[config.mk]
export PLATFORM = sky130hd
export DESIGN_NAME = group_id_membership_table_top
export DESIGN_NICKNAME = d
export VERILOG_FILES = /design/src/rtl/gidm_pkg.sv /design/src/rtl/gidm_front.sv /design/src/rtl/gidm_queue.sv /design/src/rtl/gidm_back.sv /design/src/rtl/group_id_membership_table_top.sv
export SDC_FILE = /design/constraint.sdc
export NUM_CORES = 2
export LEC_CHECK = 0
export BUFFER_PORTS_ARGS = -buffer_cell sky130_fd_sc_hd__buf_2
export CORE_AREA = 2 2 305 307
export DETAILED_ROUTE_END_ITERATION = 10
export DIE_AREA = 0 0 307 309
export GPL_TIMING_DRIVEN = 0
export PLACE_DENSITY = 0.84
export SLEW_MARGIN = 20
export SYNTH_ARGS = -nofsm -noshare
export SYNTH_HDL_FRONTEND = slang
export SYNTH_HIERARCHICAL = 1
export SYNTH_SLANG_ARGS = --single-unit
export TNS_END_PERCENT = 1
[constraint.sdc]
create_clock -name clk -period 7.2 [get_ports clk]
set_clock_uncertainty 0.2 [all_clocks]
set_input_delay 0.36 -clock clk [delete_from_list [all_inputs] [get_ports clk]]
set_output_delay 0.36 -clock clk [all_outputs]
set_load 0.05 [all_outputs]
[src/rtl/gidm_pkg.sv]
// Shared types and constants for the group identifier membership table.
package gidm_pkg;

    // Identifier, list limit and reported count widths
    localparam int ID_W        = 48;
    localparam int LIMIT_W     = 5;
    localparam int COUNT_OUT_W = 5;
    localparam int MAX_OUT     = 16;
    localparam int QUEUE_DEPTH = 2;

    // Command codes
    typedef enum logic [1:0] {
        CMD_ADD    = 2'd0,
        CMD_DELETE = 2'd1,
        CMD_QUERY  = 2'd2,
        CMD_LIST   = 2'd3
    } cmd_t;

    // Status codes
    localparam logic STATUS_DONE = 1'b0;
    localparam logic STATUS_FULL = 1'b1;

    // Input transfer payload
    typedef struct packed {
        cmd_t               cmd;
        logic [ID_W-1:0]    gid;
        logic [LIMIT_W-1:0] max_entries;
    } cmd_item_t;

    // Result transfer payload
    typedef struct packed {
        logic                   status;
        logic                   is_member;
        logic [COUNT_OUT_W-1:0] group_count;
        logic [ID_W-1:0]        entry_id;
        logic                   entry_valid;
        logic                   last;
    } rsp_item_t;

    // Classified command as queued between front and back
    typedef struct packed {
        cmd_t               cmd;
        logic [ID_W-1:0]    gid;
        logic [LIMIT_W-1:0] limit;
    } op_t;

endpackage

[src/rtl/gidm_front.sv]
// Front end: accepts command transfers, classifies them and hands them to the queue.
module gidm_front (
    input  logic              clk,
    input  logic              rst_n,
    input  logic              cmd_valid,
    output logic              cmd_stall,
    input  gidm_pkg::cmd_item_t cmd_data,
    output logic              op_valid,
    input  logic              op_ready,
    output gidm_pkg::op_t     op
);

    logic          hold_valid_reg;
    logic          hold_valid_next;
    gidm_pkg::op_t op_reg;
    gidm_pkg::op_t op_next;
    logic          accept;
    logic          push;

    // Stall only while the held command cannot move on
    assign push      = hold_valid_reg && op_ready;
    assign cmd_stall = hold_valid_reg && !op_ready;
    assign accept    = cmd_valid && !cmd_stall;

    // Classify: clamp the list limit to the most results one command may give
    always_comb
    begin
        op_next.cmd = cmd_data.cmd;
        op_next.gid = cmd_data.gid;
        if (cmd_data.max_entries > gidm_pkg::LIMIT_W'(gidm_pkg::MAX_OUT))
        begin
            op_next.limit = gidm_pkg::LIMIT_W'(gidm_pkg::MAX_OUT);
        end
        else
        begin
            op_next.limit = cmd_data.max_entries;
        end
    end

    assign hold_valid_next = accept || (hold_valid_reg && !push);

    // Hold the valid flag
    always_ff @(posedge clk or negedge rst_n)
    begin
        if (!rst_n)
        begin
            hold_valid_reg <= 1'b0;
        end
        else
        begin
            hold_valid_reg <= hold_valid_next;
        end
    end

    // Capture the classified command on each transfer
    always_ff @(posedge clk)
    begin
        if (accept)
        begin
            op_reg <= op_next;
        end
    end

    assign op_valid = hold_valid_reg;
    assign op       = op_reg;

endmodule

[src/rtl/gidm_queue.sv]
// Short command queue between the front end and the table engine.
module gidm_queue (
    input  logic          clk,
    input  logic          rst_n,
    input  logic          push,
    input  gidm_pkg::op_t push_data,
    output logic          ready,
    input  logic          pop,
    output logic          valid,
    output gidm_pkg::op_t head
);

    localparam int PTR_W  = $clog2(gidm_pkg::QUEUE_DEPTH);
    localparam int FILL_W = $clog2(gidm_pkg::QUEUE_DEPTH + 1);

    gidm_pkg::op_t    slot_reg [gidm_pkg::QUEUE_DEPTH];
    logic [PTR_W-1:0] wr_ptr_reg;
    logic [PTR_W-1:0] rd_ptr_reg;
    logic [FILL_W-1:0] fill_reg;
    logic [FILL_W-1:0] fill_next;
    logic             do_push;
    logic             do_pop;

    assign ready   = fill_reg != FILL_W'(gidm_pkg::QUEUE_DEPTH);
    assign valid   = fill_reg != FILL_W'(0);
    assign do_push = push && ready;
    assign do_pop  = pop && valid;
    assign head    = slot_reg[rd_ptr_reg];

    // Track occupancy
    always_comb
    begin
        fill_next = fill_reg;
        if (do_push && !do_pop)
        begin
            fill_next = fill_reg + FILL_W'(1);
        end
        else if (do_pop && !do_push)
        begin
            fill_next = fill_reg - FILL_W'(1);
        end
    end

    // Advance pointers
    always_ff @(posedge clk or negedge rst_n)
    begin
        if (!rst_n)
        begin
            wr_ptr_reg <= '0;
            rd_ptr_reg <= '0;
            fill_reg   <= '0;
        end
        else
        begin
            fill_reg <= fill_next;
            if (do_push)
            begin
                wr_ptr_reg <= wr_ptr_reg + PTR_W'(1);
            end
            if (do_pop)
            begin
                rd_ptr_reg <= rd_ptr_reg + PTR_W'(1);
            end
        end
    end

    // Store the pushed command
    always_ff @(posedge clk)
    begin
        if (do_push)
        begin
            slot_reg[wr_ptr_reg] <= push_data;
        end
    end

endmodule

[src/rtl/gidm_back.sv]
// Table engine: holds the identifier set, executes commands and drives results.
module gidm_back #(
    parameter int TABLE_ENTRIES = 16
) (
    input  logic                clk,
    input  logic                rst_n,
    input  logic                q_valid,
    output logic                q_pop,
    input  gidm_pkg::op_t       q_head,
    output logic                rsp_valid,
    input  logic                rsp_stall,
    output gidm_pkg::rsp_item_t rsp_data
);

    localparam int CNT_W = $clog2(TABLE_ENTRIES + 1);
    localparam int IDX_W = (TABLE_ENTRIES > 1) ? $clog2(TABLE_ENTRIES) : 1;
    localparam int CMP_W = (CNT_W > gidm_pkg::LIMIT_W) ? CNT_W : gidm_pkg::LIMIT_W;

    typedef enum logic [3:0] {
        S_FETCH = 4'b0001,
        S_CMP   = 4'b0010,
        S_EXEC  = 4'b0100,
        S_LIST  = 4'b1000
    } state_t;

    state_t                state_reg;
    state_t                state_next;
    gidm_pkg::op_t         op_reg;
    logic [CNT_W-1:0]      count_reg;
    logic [CNT_W-1:0]      count_next;
    logic [gidm_pkg::ID_W-1:0] ids_reg  [TABLE_ENTRIES];
    logic [gidm_pkg::ID_W-1:0] ids_next [TABLE_ENTRIES];
    logic                  found_reg;
    logic [TABLE_ENTRIES-1:0] ge_reg;
    logic [CNT_W-1:0]      n_reg;
    logic [CNT_W-1:0]      n_next;
    logic [CNT_W-1:0]      idx_reg;
    logic                  rsp_valid_reg;
    gidm_pkg::rsp_item_t   rsp_reg;
    gidm_pkg::rsp_item_t   rsp_next;

    logic [TABLE_ENTRIES-1:0] hit;
    logic [TABLE_ENTRIES-1:0] ge;
    logic                  out_free;
    logic                  exec_go;
    logic                  list_step;
    logic                  list_last;
    logic                  full;
    logic                  count_zero;
    logic                  do_insert;
    logic                  do_remove;
    logic                  list_more;
    logic                  emit;
    logic                  finish;
    logic                  member_after;
    logic [CMP_W-1:0]      lim_w;
    logic [CMP_W-1:0]      cnt_w;

    function automatic logic [gidm_pkg::COUNT_OUT_W-1:0] count_out(input logic [CNT_W-1:0] c);
        return gidm_pkg::COUNT_OUT_W'(c);
    endfunction

    // Compare every stored entry against the command identifier
    for (genvar i = 0; i < TABLE_ENTRIES; i++)
    begin : g_match
        assign hit[i] = (ids_reg[i] == op_reg.gid) && (CNT_W'(i) < count_reg);
        assign ge[i]  = |hit[i:0];
    end

    assign out_free   = !rsp_valid_reg || !rsp_stall;
    assign full       = count_reg == CNT_W'(TABLE_ENTRIES);
    assign count_zero = count_reg == CNT_W'(0);
    assign do_insert  = (op_reg.cmd == gidm_pkg::CMD_ADD) && !found_reg && !full;
    assign do_remove  = (op_reg.cmd == gidm_pkg::CMD_DELETE) && found_reg;

    // Entries to list: smallest of the clamped limit and the stored count
    assign lim_w  = CMP_W'(op_reg.limit);
    assign cnt_w  = CMP_W'(count_reg);
    assign n_next = (lim_w < cnt_w) ? CNT_W'(lim_w) : count_reg;

    assign exec_go   = (state_reg == S_EXEC) && out_free;
    assign list_more = (op_reg.cmd == gidm_pkg::CMD_LIST) && (n_next != CNT_W'(0));
    assign list_step = (state_reg == S_LIST) && out_free;
    assign list_last = idx_reg == (n_reg - CNT_W'(1));
    assign emit      = (exec_go && !list_more) || list_step;
    assign finish    = (exec_go && !list_more) || (list_step && list_last);
    assign q_pop     = q_valid && ((state_reg == S_FETCH) || finish);

    // Sequence compare, execute and readout
    always_comb
    begin
        state_next = state_reg;
        unique case (state_reg)
            S_FETCH:
            begin
                if (q_valid)
                begin
                    state_next = S_CMP;
                end
            end
            S_CMP:
            begin
                state_next = S_EXEC;
            end
            S_EXEC:
            begin
                if (out_free)
                begin
                    if (list_more)
                    begin
                        state_next = S_LIST;
                    end
                    else
                    begin
                        state_next = q_valid ? S_CMP : S_FETCH;
                    end
                end
            end
            S_LIST:
            begin
                if (out_free && list_last)
                begin
                    state_next = q_valid ? S_CMP : S_FETCH;
                end
            end
            default:
            begin
                state_next = S_FETCH;
            end
        endcase
    end

    // Update the stored count
    always_comb
    begin
        count_next = count_reg;
        if (do_insert)
        begin
            count_next = count_reg + CNT_W'(1);
        end
        else if (do_remove)
        begin
            count_next = count_reg - CNT_W'(1);
        end
    end

    // Membership after the command
    always_comb
    begin
        unique case (op_reg.cmd)
            gidm_pkg::CMD_ADD:    member_after = found_reg || !full;
            gidm_pkg::CMD_DELETE: member_after = 1'b0;
            gidm_pkg::CMD_QUERY:  member_after = found_reg;
            gidm_pkg::CMD_LIST:   member_after = found_reg;
            default:              member_after = found_reg;
        endcase
    end

    // Build the next result
    always_comb
    begin
        rsp_next.status      = gidm_pkg::STATUS_DONE;
        rsp_next.is_member   = member_after;
        rsp_next.group_count = count_out(count_next);
        rsp_next.entry_id    = '0;
        rsp_next.entry_valid = 1'b0;
        rsp_next.last        = 1'b1;
        if (state_reg == S_LIST)
        begin
            rsp_next.group_count = count_out(count_reg);
            rsp_next.entry_id    = ids_reg[idx_reg[IDX_W-1:0]];
            rsp_next.entry_valid = 1'b1;
            rsp_next.last        = list_last;
        end
        else if ((op_reg.cmd == gidm_pkg::CMD_ADD) && !found_reg && full)
        begin
            rsp_next.status = gidm_pkg::STATUS_FULL;
        end
    end

    // Per-entry next value: insert behind the head, or close the gap on delete
    for (genvar i = 0; i < TABLE_ENTRIES; i++)
    begin : g_cell
        logic [gidm_pkg::ID_W-1:0] up_val;
        logic [gidm_pkg::ID_W-1:0] down_val;
        logic                      take_id;

        if (i < TABLE_ENTRIES - 1)
        begin : g_up
            assign up_val = ids_reg[i+1];
        end
        else
        begin : g_top
            assign up_val = ids_reg[i];
        end

        if (i == 0)
        begin : g_head
            assign take_id  = count_zero;
            assign down_val = ids_reg[i];
        end
        else if (i == 1)
        begin : g_second
            assign take_id  = !count_zero;
            assign down_val = ids_reg[i];
        end
        else
        begin : g_rest
            assign take_id  = 1'b0;
            assign down_val = ids_reg[i-1];
        end

        always_comb
        begin
            ids_next[i] = ids_reg[i];
            if (do_insert)
            begin
                ids_next[i] = take_id ? op_reg.gid : down_val;
            end
            else if (do_remove && ge_reg[i])
            begin
                ids_next[i] = up_val;
            end
        end

        always_ff @(posedge clk)
        begin
            if (exec_go)
            begin
                ids_reg[i] <= ids_next[i];
            end
        end
    end

    // Control state
    always_ff @(posedge clk or negedge rst_n)
    begin
        if (!rst_n)
        begin
            state_reg     <= S_FETCH;
            count_reg     <= '0;
            rsp_valid_reg <= 1'b0;
        end
        else
        begin
            state_reg <= state_next;
            if (exec_go)
            begin
                count_reg <= count_next;
            end
            if (emit)
            begin
                rsp_valid_reg <= 1'b1;
            end
            else if (!rsp_stall)
            begin
                rsp_valid_reg <= 1'b0;
            end
        end
    end

    // Command, match and readout registers
    always_ff @(posedge clk)
    begin
        if (q_pop)
        begin
            op_reg <= q_head;
        end
        if (state_reg == S_CMP)
        begin
            found_reg <= |hit;
            ge_reg    <= ge;
        end
        if (exec_go)
        begin
            n_reg   <= n_next;
            idx_reg <= '0;
        end
        else if (list_step)
        begin
            idx_reg <= idx_reg + CNT_W'(1);
        end
        if (emit)
        begin
            rsp_reg <= rsp_next;
        end
    end

    assign rsp_valid = rsp_valid_reg;
    assign rsp_data  = rsp_reg;

`ifndef NO_ASSERTIONS
    a_count_bound: assert property (@(posedge clk) disable iff (!rst_n)
        count_reg <= CNT_W'(TABLE_ENTRIES))
        else $error("stored count above table size");

    a_unique_ids: assert property (@(posedge clk) disable iff (!rst_n)
        (state_reg == S_CMP) |-> $onehot0(hit))
        else $error("identifier stored more than once");

    a_list_index: assert property (@(posedge clk) disable iff (!rst_n)
        (state_reg == S_LIST) |-> (n_reg != CNT_W'(0)) && (idx_reg < n_reg))
        else $error("readout index out of range");

    a_remove_count: assert property (@(posedge clk) disable iff (!rst_n)
        (exec_go && do_remove) |=> count_reg == $past(count_reg) - CNT_W'(1))
        else $error("delete did not shrink the set");
`endif

endmodule

[src/rtl/group_id_membership_table_top.sv]
// A command's first result is registered behind the front-end register, the queue,
// the engine's command register and the compare register. In the table engine, add,
// delete and query each compare over all entries, then update; a list readout follows.
// The front end and a 2-entry queue take new commands while the engine works.
// Reset clears control state and the stored count; identifier storage is not
// cleared and needs no clearing pass.
module group_id_membership_table_top #(
    parameter int TABLE_ENTRIES = 16
) (
    input  logic                clk,
    input  logic                rst_n,
    input  logic                cmd_valid,
    output logic                cmd_stall,
    input  gidm_pkg::cmd_item_t cmd_data,
    output logic                rsp_valid,
    input  logic                rsp_stall,
    output gidm_pkg::rsp_item_t rsp_data
);

    logic          op_valid;
    logic          op_ready;
    gidm_pkg::op_t op;
    logic          q_valid;
    logic          q_pop;
    gidm_pkg::op_t q_head;

    gidm_front u_front (
        .clk       (clk),
        .rst_n     (rst_n),
        .cmd_valid (cmd_valid),
        .cmd_stall (cmd_stall),
        .cmd_data  (cmd_data),
        .op_valid  (op_valid),
        .op_ready  (op_ready),
        .op        (op)
    );

    gidm_queue u_queue (
        .clk       (clk),
        .rst_n     (rst_n),
        .push      (op_valid),
        .push_data (op),
        .ready     (op_ready),
        .pop       (q_pop),
        .valid     (q_valid),
        .head      (q_head)
    );

    gidm_back #(
        .TABLE_ENTRIES (TABLE_ENTRIES)
    ) u_back (
        .clk       (clk),
        .rst_n     (rst_n),
        .q_valid   (q_valid),
        .q_pop     (q_pop),
        .q_head    (q_head),
        .rsp_valid (rsp_valid),
        .rsp_stall (rsp_stall),
        .rsp_data  (rsp_data)
    );

endmodule
# == Yosys cells after proc, flatten, opt, wreduce, memory -nomap -nowiden ==
# Memory sizes are Yosys's and may differ from the RTL's. A register that Yosys moved wholly into a read port is not among the register bits.
# Cells that the tools add are included.
# word_totals
regBits,153
wordCells,219
output_inout_bits,59
n_memories,2
ramBits,878
inputBits,59
# memory_table
memory,depth,width,read_ports,rd_clocked_by_memory_dff,wr,line_no,text
u_back.ids_reg,16,48,17,1,16,gidm_back.sv:31,logic [gidm_pkg::ID_W-1:0] ids_reg [TABLE_ENTRIES];
u_queue.slot_reg,2,55,1,1,1,gidm_queue.sv:16,gidm_pkg::op_t slot_reg [gidm_pkg::QUEUE_DEPTH];
# classes
n_reduce_logical,86
n_addsub,8
mux,55
order_cmp,18
eq_ne,30
# ops
operator,count
$mux 48,33
$eq 48x48->1,16
$mux 55,1
$logic_and 1x1->1,49
$lt 4x5->1 const A,8
$mux 4,6
$lt 3x5->1 const A,4
$pmux 4 s4,1
$reduce_or 16->1,1
$mux 5,3
$reduce_or 15->1,1
$reduce_or 14->1,1
$reduce_or 13->1,1
$reduce_or 12->1,1
$reduce_or 11->1,1
$add 5x1->5 const B,2
$lt 1x5->1 const A,2
$lt 2x5->1 const A,2
$reduce_or 10->1,1
$sub 5x1->5 const B,2
$logic_not 1->1,9
$reduce_or 9->1,1
$reduce_or 8->1,1
$mux 1,7
other kinds (29),43

# == Longest topological paths before layout ==
# logic_depth
ltp_word,13
depth_mapped,14
depth_no_buf,13

# == Modules after synthesis ==
# The synthesis kept the hierarchy.
# modules_own_cells
mod,cells_per_inst,area_per_inst_um2,seq_area_each_um2,instances
gidm_back,4891,52185.0,27487.6,1
gidm_queue,189,4327.9,3403.3,1
gidm_front,65,1737.9,1676.6,1

# == Least setup slack after synthesis ==
# OpenSTA, ideal clock, no wires.
# synth_timing
kind,register -> register
start,reg u_back.count_reg[1] (netlist: u_back/cnt_w[1])
end,"reg u_back.rsp_reg (netlist bit u_back/rsp_data[0]), enable pin"
t_required_ps,6449
setup_ps,551
t_arrival_ps,5724
n_path_buf,1
period_less_slack_ps,6475
stages_incl_launch_ff,9
path_slack_ps,725
path_cell_list,dfrtp_1 > clkbuf_1 > inv_1 > ha_1 > a21o_1 > a21oi_1 > o21ai_1 > mux2i_1 > o21ai_0
# synth_via
elab_chain_len,7
# synth_rtl
item,line_no,text
from (decl),gidm_back.sv:29,logic [CNT_W-1:0] count_reg;
from (signal assigned),gidm_back.sv:249,count_reg <= count_next;
$lt 5x5->1,gidm_back.sv:79,assign n_next = (lim_w < cnt_w) ? CNT_W'(lim_w) : count_reg;
$mux 5 *,gidm_back.sv:79,
$reduce_bool 5->1 *,gidm_back.sv:82,assign list_more = (op_reg.cmd == gidm_pkg::CMD_LIST) && (n_next != CNT_W'(0));
$logic_and 1x1->1 *,gidm_back.sv:82,
$logic_not 1->1 *,gidm_back.sv:85,assign emit = (exec_go && !list_more) || list_step;
$logic_and 1x1->1 *,gidm_back.sv:85,
$logic_or 1x1->1 *,gidm_back.sv:85,
named net u_back.emit,gidm_back.sv:53,logic emit;
to (signal assigned),gidm_back.sv:285,rsp_reg <= rsp_next;
to (decl),gidm_back.sv:39,gidm_pkg::rsp_item_t rsp_reg;
# Mark *: on every way through the listed nets, which the timed path passes. The rest lies on a longest branch.
# A chain may end at the register's enable or synchronous reset.

==> flow_summary_export.csv <==
group,metric,value,unit
pwr,power,27.54,mW
clock_network,cts_made_buffers,113,
logic_synthesis,avgSynthCellArea,11.32,um^2
clock_network,post_cts_buffers,0,
status,outcome,"finished, final reports clean",
sta,grt_setup_unrepaired,"no",
global_route,grt_pass1_vias,44030,
clock_network,clockRootBuffer,"clkbuf_16",
pwr,ir_drop,402.4,uV
sta,fin_ws,1825,ps
placement,dp_hpwl,192200,um
clock_network,tritoncts,"yes",
drt,drt_iter0_drc,9681,
clock_network,clk_pin_slew,70,ps
pwr,p_int,15.09,mW
die,die_h,309,um
sta,worst_pin_slew,1426,ps
placement,port_buffers,117,
pwr,switchingPower,12.45,mW
sta,hold_violations,0,
global_route,antenna_found_initial,24,
layout,multi_input_area,24280,um^2
global_route,grt_first_pass_wirelength,337500,um
pwr,p_seq_share,30.9,%
sta,slew-limit-headroom,4.063,%
logic_synthesis,ys_warn_count,6,
placement,place.gp.congestion,1.235,
layout,nets,5550,
logic_synthesis,synth_nets,5214,
placement,dp_worst_setup_slack,2156,ps
global_route,grt_max_degree,56,
die,core_area,91390,um^2
die,io_pins,118,
logic_synthesis,synth_ff_type,"edfxtp_1",
logic_synthesis,synthDistinctLibCells,62,
logic_synthesis,netlist_instances,5145,
drt,wirelength,250500,um
pwr,combPwrFrac,46.8,%
drt,drc_errors,0,
logic_synthesis,seq_area_frac_synth,55.91,%
layout,areaGrowthSynthToFinish,13.47,%
worst_setup_path,end_kind,"flip-flop",
worst_setup_path,worstSetupStartpointType,"flip-flop",
drt,antenna_left,0,
sta,setup_viol,0,
global_route,grt.overflow.total,0,
die,die_x,307,um
sta,period_minus_slack,5375,ps
logic_synthesis,ys_async_sr_fraction,1.376,%
drt,via_count,47810,
pwr,p_leak,25.21,nW
logic_synthesis,synth.cell_area,58250,um^2
worst_setup_path,worst-setup-path-type,"flip-flop to flip-flop",
layout,largest_reg_flops,768,
worst_setup_path,arrival,5610,ps
layout,nFillCells,6312,
hold_path,holdCritStartpoint,"cmd_data[27]",
job,drv_cap,0,
layout,layout.area.seq,32570,um^2
clock_network,cts.sinks,1090,
sta,min_period_over_period,74.66,%
die,rows,111,
layout,drive_above_1_share,15.29,%
drt,first_pass_iters,9,
logic_synthesis,synth_seq_cells,1090,
logic_synthesis,synth_edf_count,1066,
clock_network,clk_path_buf_depth,3,
clock_network,clk_latency,750,ps
drt,routed_via_density,7.045,
worst_setup_path,crit_path_start,"u_back/cnt_w[1]",
worst_setup_path,r2r_start,"u_back/cnt_w[1]",
pwr,power.density,416.7,nW/um^2
pwr,power.share.clock,22.3,%
die,dieArea,94860,um^2
drt,wire_per_inst,36.90,um
hold_path,hp-class,"input pin to flip-flop",
worst_setup_path,critical_path_required,7430,ps
clock_network,ctsHtreeMaxLevel,3,
die,start_util,63.74,%
worst_setup_path,crit_fanout,18,
global_route,grt_use_total,52.36,%
sta,slew_violations,0,
sta,fmax,186.0,MHz
pwr,switching_share,45.19,%
stage by stage:
stage	TNS, ps	utilization [%]	area [um^2]	std cells	hold slack, ps
5_1_grt	0	72.29	66060	6772	122.2
3_3_place_gp	-578010	66.01	60320	6448	101.7
4_1_cts	0	72.26	66030	6765	104.8
2_1_floorplan	0	-	58250	5145	-135.6
6_report	0	72.33	66100	6787	121.1
3_5_place_dp	0	67.43	61620	6490	103.4
cells in the mapped netlist (2+ instances only):
cell	count	area share, %
nand4_1	115	1.2
o21ai_0	21	0.18
edfxtp_1	1066	55
mux2_2	21	0.41
clkinv_1	2	0.013
nand2b_1	4	0.043
mux2_4	40	1.0
and3_1	3	0.032
mux4_2	240	9.3
dfxtp_1	9	0.31
nand3_1	22	0.19
o22ai_1	10	0.11
o2111ai_1	2	0.030
buf_2	166	1.4
o211ai_1	3	0.039
a21oi_1	32	0.27
inv_1	25	0.16
buf_6	10	0.19
buf_4	3	0.039
a31oi_1	3	0.032
clkbuf_1	133	0.86
or4_1	4	0.052
nor3_1	17	0.15
xnor2_1	368	5.5
ha_1	10	0.21
nand2_1	2145	14
nor2b_1	6	0.064
nor2_1	27	0.17
xor2_1	410	6.2
and2_1	49	0.53
o21a_1	2	0.026
a221oi_1	4	0.060
dfrtp_1	14	0.60
nor4_1	116	1.2
buf_1	15	0.097
nor4_2	2	0.043
cell usage in the layout (no fill, tap or decap), types with 40 or more instances in the layout:
| cell | Yosys | routed |
|---|---|---|
| nor4_1 | 116 | 113 |
| clkbuf_16 | 0 | 113 |
| mux2_4 | 40 | 40 |
| dlygate4sd3_1 | 0 | 62 |
| edfxtp_1 | 1066 | 1066 |
| xor2_1 | 410 | 410 |
| and2_1 | 49 | 49 |
| nand4_1 | 115 | 115 |
| nand2_1 | 2145 | 2145 |
| clkbuf_1 | 133 | 140 |
| xnor2_1 | 368 | 368 |
| mux4_2 | 240 | 240 |
| buf_2 | 166 | 285 |
critical path, cell delays in order, from the launching register on:
cell	delay (ps)
dfrtp_1	350
clkbuf_1	480
inv_1	250
ha_1	280
and3_1	220
nand2_1	120
nand2_1	450
buf_2	410
clkbuf_2	510
clkbuf_2	550
a21oi_4	770
buf_16	260
buf_16	200
layer usage:
layer | track usage, % | vias to the layer above | part of all wire, %
li1 | - | 18490 | -
met1 | 64.57 | 23200 | 33
met2 | 70.12 | 5074 | 39
met3 | 31.59 | 1026 | 20
met4 | 30.27 | 22 | 7.9
met5 | 4.044 | - | 0.23
final cells by class:
type	instances	share of cell area, %
Buffer	327	2.319
Clock inverter	85	1.374
Multi-Input combinational cell	3700	36.74
Antenna cell	22	0.08329
Clock buffer	128	4.363
Sequential cell	1090	49.27
Inverter	28	0.1628
Tap cell	1186	2.245
Timing Repair Buffer	221	3.441
worst paths after layout:
check	endpoint	slack, ps	cells after the start
max	u_back/ids_reg[14][42]	1820	12
min	u_front/op[27]	120	2
max reg2reg	u_back/ids_reg[14][42]	1820	12
min reg2reg	u_queue/slot_reg[0][17]	250	0
max in group asynchronous	u_back/rsp_valid	5120	4
min in group asynchronous	u_back/state_reg[0]	480	3
repair_timing:
| action | 4_1_cts | 5_1_grt |
|---|---|---|
| hold buffers | 62 | 0 |
| resized for setup | 0 | 0 |
| endpoints found under the hold margin | 74 | 0 |
logic make-up after synthesis:
| logic type | Yosys count | share of synthesized area, % |
|---|---|---|
| AOI/OAI and AO/OA | 87 | 0.8871 |
| DFF | 1090 | 55.91 |
| muxes | 302 | 10.73 |
| buffers and inverters | 355 | 2.792 |
| and+or+nand+nor | 2523 | 17.77 |
| xor gates and xnor gates | 778 | 11.70 |
| adders and majority gates | 10 | 0.2148 |
power by group through the flow:
stage          combinational (mW)  sequential [mW]  clock [mW]
2_1_floorplan                6.57             8.58           0
3_3_place_gp                 11.2             8.65           0
3_5_place_dp                 11.6             8.61           0
4_1_cts                      11.7             8.49        6.09
5_1_grt                      12.7             8.55        6.33
6_report                     12.9             8.52        6.14
Power figures use the tool's default switching activity.
